`src/design/sel_pkg.sv`:
```
`timescale 1ns / 1ps
// Shared types and constants for the Sobel edge magnitude unit
package sel_pkg;

   localparam int PIX_W        = 8;
   localparam int WIDTH_REG_W  = 11;
   localparam int HEIGHT_REG_W = 16;
   localparam int CSR_DATA_W   = 16;
   localparam int CSR_INDEX_W  = 1;
   localparam int GRAD_W       = 10;   // one kernel half: up to 4 * 255
   localparam int SUM_W        = 11;   // |Gx| + |Gy|: up to 2040

   // Input item kinds
   localparam logic OP_PIXEL = 1'b0;
   localparam logic OP_DRAIN = 1'b1;

   // Register indexes
   localparam logic [CSR_INDEX_W-1:0] CSR_IMAGE_WIDTH  = 1'b0;
   localparam logic [CSR_INDEX_W-1:0] CSR_IMAGE_HEIGHT = 1'b1;

   localparam logic [WIDTH_REG_W-1:0]  IMAGE_WIDTH_RESET  = 11'd1024;
   localparam logic [HEIGHT_REG_W-1:0] IMAGE_HEIGHT_RESET = 16'd768;

   localparam logic [SUM_W-1:0] SAT_LIMIT = 11'd255;
   localparam logic [PIX_W-1:0] PIX_MAX   = 8'hFF;

   typedef logic [PIX_W-1:0] pix_type;

   typedef struct packed {
      logic    op;
      pix_type pixel;
   } req_payload_type;

   typedef struct packed {
      pix_type magnitude;
      logic    row_end;
      logic    frame_end;
   } rsp_payload_type;

   // One row of the kernel footprint
   typedef struct packed {
      pix_type left;
      pix_type centre;
      pix_type right;
   } pix_row_type;

   // Full 3x3 footprint, top row first
   typedef struct packed {
      pix_row_type top;
      pix_row_type mid;
      pix_row_type bot;
   } kernel_win_type;

endpackage

```
`src/design/sel_grad.sv`:
```
`timescale 1ns / 1ps
// Sobel Gx/Gy on one 3x3 footprint, L1 magnitude saturated to 8 bits
module sel_grad (
   input  sel_pkg::kernel_win_type win,
   output sel_pkg::pix_type        magnitude
);
   import sel_pkg::*;

   logic [GRAD_W-1:0] gx_pos;
   logic [GRAD_W-1:0] gx_neg;
   logic [GRAD_W-1:0] gy_pos;
   logic [GRAD_W-1:0] gy_neg;
   logic [GRAD_W-1:0] gx_abs;
   logic [GRAD_W-1:0] gy_abs;
   logic [SUM_W-1:0]  grad_sum;

   // Weighted column and row sums, 1-2-1
   always_comb begin
      gx_pos = {2'b00, win.top.right} + {1'b0, win.mid.right, 1'b0} + {2'b00, win.bot.right};
      gx_neg = {2'b00, win.top.left}  + {1'b0, win.mid.left, 1'b0}  + {2'b00, win.bot.left};
      gy_pos = {2'b00, win.top.left}  + {1'b0, win.top.centre, 1'b0} + {2'b00, win.top.right};
      gy_neg = {2'b00, win.bot.left}  + {1'b0, win.bot.centre, 1'b0} + {2'b00, win.bot.right};
   end

   // Absolute differences, sum and saturate
   always_comb begin
      gx_abs    = (gx_pos >= gx_neg) ? (gx_pos - gx_neg) : (gx_neg - gx_pos);
      gy_abs    = (gy_pos >= gy_neg) ? (gy_pos - gy_neg) : (gy_neg - gy_pos);
      grad_sum  = {1'b0, gx_abs} + {1'b0, gy_abs};
      magnitude = (grad_sum > SAT_LIMIT) ? PIX_MAX : grad_sum[PIX_W-1:0];
   end

endmodule

```
`config.mk`:
```
export PLATFORM = sky130hd
export DESIGN_NAME = sel_grad
export DESIGN_NICKNAME = d
export VERILOG_FILES = /design/src/design/sel_pkg.sv /design/src/design/sel_grad.sv
export SDC_FILE = /design/constraint.sdc
export NUM_CORES = 1
export LEC_CHECK = 0
export BUFFER_PORTS_ARGS = -buffer_cell sky130_fd_sc_hd__buf_2
export CELL_PAD_IN_SITES_DETAIL_PLACEMENT = 0
export CELL_PAD_IN_SITES_GLOBAL_PLACEMENT = 1
export CORE_ASPECT_RATIO = 1.5
export CORE_MARGIN = 2
export CORE_UTILIZATION = 44
export DETAILED_ROUTE_END_ITERATION = 10
export PLACE_DENSITY = 0.88
export SYNTH_ARGS = -nofsm -noshare
export SYNTH_HDL_FRONTEND = slang
export SYNTH_SLANG_ARGS = --single-unit
```
`constraint.sdc`:
```
create_clock -name vclk -period 7.1
set_clock_uncertainty 0.1 [all_clocks]
set_input_delay 0.355 -clock vclk [all_inputs]
set_output_delay 0.355 -clock vclk [all_outputs]
set_load 0.03 [all_outputs]
```
# [After elaboration in Yosys (flattened, before gate mapping)]
# Cells that the tools add are included.
[classes] n_addsub=13 n_lt_le_gt_ge=3 mux=3
[ops] op="$add 10x8->10" count=4
[ops] op="$add 8x9->10" count=4
[ops] op="$sub 10x10->10" count=4
[ops] op="$ge 10x10->1" count=2
[ops] op="$mux 10" count=2
[ops] op="$add 10x10->11" count=1
[ops] op="$gt 11x8->1 const B" count=1
[ops] op="$mux 8" count=1
[word_totals] regBits=0

# [Logic depth before layout (Yosys ltp)]
[depth] word_depth=7 mapped_depth=27 depth_no_buf=26

# [Worst setup path before layout]
# No wires, ideal clock.
[synth_timing] path_type="input -> output" start="input win[49] in the netlist's numbering" end="output magnitude[2]" arrival_time_ns=5.680 required_time_ns=6.645 setup_slack_ns=0.965 cell_stages=22 path_buffers=0 path_cell_list="inv_1 fa_1 inv_1 ha_1 fa_1 a21o_1 a21oi_1 o21bai_1 a21oi_1 xor2_1 ha_1 a21oi_4 o21ai_1 o31ai_4 mux2_2 fa_1 a21o_1 a21oi_1 o21bai_1 o31ai_1 mux2i_1 nand2b_1"
[synth_between] elab_chain_cells=7 elab_cells_between_ends=14 cone_classes="add/sub (8); order compare (3); mux (3)"
[synth_lines] item="start, declared" line="sel_grad.sv:4" source="input sel_pkg::kernel_win_type win,"
[synth_lines] item="$add 8x9->10" line="sel_grad.sv:19" source="gx_pos = {2'b00, win.top.right} + {1'b0, win.mid.right, 1'b0} + {2'b00, win.bot.right};"
[synth_lines] item="$add 10x8->10" line="sel_grad.sv:19"
[synth_lines] item="$sub 10x10->10 or $ge 10x10->1 (tied branches)" line="sel_grad.sv:27" source="gx_abs = (gx_pos >= gx_neg) ? (gx_pos - gx_neg) : (gx_neg - gx_pos);"
[synth_lines] item="$mux 10" line="sel_grad.sv:27"
[synth_lines] item="$add 10x10->11 *" line="sel_grad.sv:29" source="grad_sum = {1'b0, gx_abs} + {1'b0, gy_abs};"
[synth_lines] item="$gt 11x8->1" line="sel_grad.sv:30" source="magnitude = (grad_sum > SAT_LIMIT) ? PIX_MAX : grad_sum[PIX_W-1:0];"
[synth_lines] item="$mux 8 *" line="sel_grad.sv:30"
[synth_lines] item="end, declared" line="sel_grad.sv:5" source="output sel_pkg::pix_type magnitude"
# Mark *: on every way between the ends. The rest lies on a longest branch, timed or not.

# [Worst setup path in the final report]
[layout_timing] start="input win[1] in the netlist's numbering" end="output magnitude[1]"
[layout_between] elab_chain_cells=6 elab_cells_between_ends=13 cone_classes="add/sub (7); order compare (3); mux (3)"
[layout_lines] item="$add 10x8->10 (on tied branches)" line="sel_grad.sv:19, sel_grad.sv:22"
[layout_lines] item="$sub 10x10->10, or another cell as far along" line="sel_grad.sv:27"
[layout_lines] item="$mux 10 (on tied branches)" line="sel_grad.sv:27, sel_grad.sv:28"
[layout_lines] item="$add 10x10->11 *" line="sel_grad.sv:29"
[layout_lines] item="$gt 11x8->1" line="sel_grad.sv:30"
[layout_lines] item="$mux 8 *" line="sel_grad.sv:30"
# Marked as above.

==> results.json <==
{
  "outcome": "finished clean",
  "vias_per_cell": 5.192,
  "setup_violations": 0,
  "overflow": 0,
  "hold_ws_ns": 1.558,
  "finalCritPeriodShare": 0.9350,
  "worstPathMaxFanout": 11,
  "dieArea_mm2": 0.01037,
  "nFillCells": 904,
  "place.detailed.hpwl_um": 8841,
  "wl_per_cell_um": 13.91,
  "fp.dieW_um": 83.80,
  "syn_inst": 524,
  "num_rows": 43,
  "dp.cells": 702,
  "syn_nets": 717,
  "core_mm2": 0.009254,
  "layoutNonFillerInstCount": 703,
  "wirelength_um": 9782,
  "fin_nets": 786,
  "seq_area_frac_synth": 0,
  "synth_top_cell_area_share": 0.2501,
  "seq_cells": 0,
  "final_area_mm2": 0.004676,
  "slew_viol_final": 0,
  "synthTopCellsByCount": "94 x inv_1, 84 x ha_1, 41 x a21oi_1",
  "io_buffer_count": 72,
  "grt_pass1_wl_um": 16700,
  "path_class": "in -> out",
  "grt_use_total": 0.1922,
  "clock_buffers": 0,
  "synthesis.area_mm2": 0.004203,
  "syn_area_per_cell_um2": 8.021,
  "fmax_ghz": 0.1506,
  "rsz0062_at_grt": "no",
  "gp_congestion": 0.9474,
  "max_cap_violations": 0,
  "fin_setup_tns_ns": 0,
  "antenna_cells": 0,
  "worst_pin_slew_ns": 0.4311,
  "relSlewSlack": 0.7126,
  "drtAntennaViolNets": 0,
  "die_h_um": 123.7,
  "arrival_ns": 6.18,
  "yosysWarningCount": 0,
  "min_path_type": "in -> out",
  "initial_core_util": 0.4542,
  "drive_gt1_frac": 0.1523,
  "antenna_found_initial": 0,
  "grt_max_degree": 12,
  "first_global_vias": 3651,
  "dpl_cell_area_mm2": 0.004664,
  "seqCellArea_um2": 0,
  "cp.required_ns": 6.64,
  "period_needed_ns": 6.639,
  "area_growth_pct": 11.25,
  "synth_most_common_cell": "inv_1",
  "drtPass1Iterations": 4,
  "startpoint_type": "input pin",
  "drt_iter0_markers": 200,
  "route.detailed.drc": 0,
  "synthTopCellsByArea": "ha_1 25%, fa_1 18%, inv_1 8.4%",
  "synth_top_cell_by_area": "ha_1",
  "vias": 3650,
  "cp-end-kind": "output port",
  "hold_violations": 0,
  "ys_types": 50,
  "io_pins": 80
}
## placed cells by master, fill, tap and decap left out, types with 3 or more instances in the layout
cell | netlist | routed
nor2_1 | 31 | 31
a21oi_1 | 41 | 41
or3_1 | 3 | 3
nand3_1 | 7 | 7
nor4_1 | 3 | 3
nor3_1 | 10 | 10
xnor2_1 | 27 | 27
nand2_1 | 14 | 14
xor2_1 | 26 | 26
a31oi_1 | 6 | 6
o21a_1 | 12 | 12
buf_2 | 4 | 72
mux2i_1 | 11 | 10
nand4_1 | 3 | 3
nor2b_1 | 9 | 9
ha_1 | 84 | 84
a211oi_1 | 3 | 3
nand2b_1 | 15 | 15
inv_1 | 94 | 94
o41ai_2 | 3 | 3
a21o_1 | 14 | 14
buf_4 | 1 | 3
o21ai_0 | 24 | 24
fa_1 | 37 | 37
o21bai_1 | 6 | 6
or2_2 | 3 | 3
## metal layers
metal	vias to the layer above	track usage	wire, um	part of all wire
li1	1904	-	-	-
met1	1627	0.2451	4319	0.44
met2	109	0.3595	4738	0.48
met3	10	0.004639	402	0.041
met4	0	0.04940	321	0.033
met5	-	0	0	0
## through the flow
| stage | utilization | worst slack (ns) |
|---|---|---|
| floorplan | - | 0.9648 |
| global placement | 0.5041 | 0.4044 |
| detailed placement | 0.5041 | 0.3027 |
| CTS | 0.5041 | 0.2503 |
| global route | 0.5053 | 0.03670 |
| finish | 0.5053 | 0.4614 |
## cell families after synthesis
kind of cell | count (synthesis) | share of synthesized area
adders and majority gates | 121 | 0.4263
AOI/OAI and AO/OA | 133 | 0.2147
buffers and inverters | 102 | 0.09675
and+or+nand+nor | 102 | 0.1203
muxes | 13 | 0.03156
xor gates and xnor gates | 53 | 0.1105
## layout make-up
| cell class | instances | area, um2 | area share |
|---|---|---|---|
| Inverter | 94 | 352.8 | 0.07546 |
| Multi-Input combinational cell | 422 | 3800 | 0.8127 |
| Tap cell | 112 | 140.1 | 0.02997 |
| Timing Repair Buffer | 75 | 382.9 | 0.08188 |
## timing repair
item	in CTS	in global routing
setup endpoints to repair	0	8
setup buffers	0	1
gates resized for setup	0	1
hold buffers	0	0
## final timing paths
kind	start	to	slack, ns	cells past startpoint
max	win[1]	magnitude[1]	0.46	27
min	win[0]	magnitude[0]	1.56	7
## critical path, cell delays in order
cell and delay, ns:
buf_2 0.08, inv_1 0.08, fa_1 0.54, inv_1 0.04, ha_1 0.22, fa_1 0.41
a21o_1 0.18, a21oi_1 0.23, o21bai_1 0.10, a21oi_1 0.22, xor2_1 0.21, ha_1 0.34
a21oi_1 0.20, o211ai_1 0.11, o22ai_1 0.34, buf_4 0.27, a211oi_1 0.07, a21oi_1 0.18
xor2_1 0.32, ha_1 0.31, a21oi_1 0.21, o21bai_1 0.12, o31ai_1 0.31, mux2i_2 0.10
buf_4 0.17, or2_2 0.27, buf_2 0.18
Power is not shown: default switching activity piles up to over one toggle a cycle in this logic, so the estimate is an artifact.
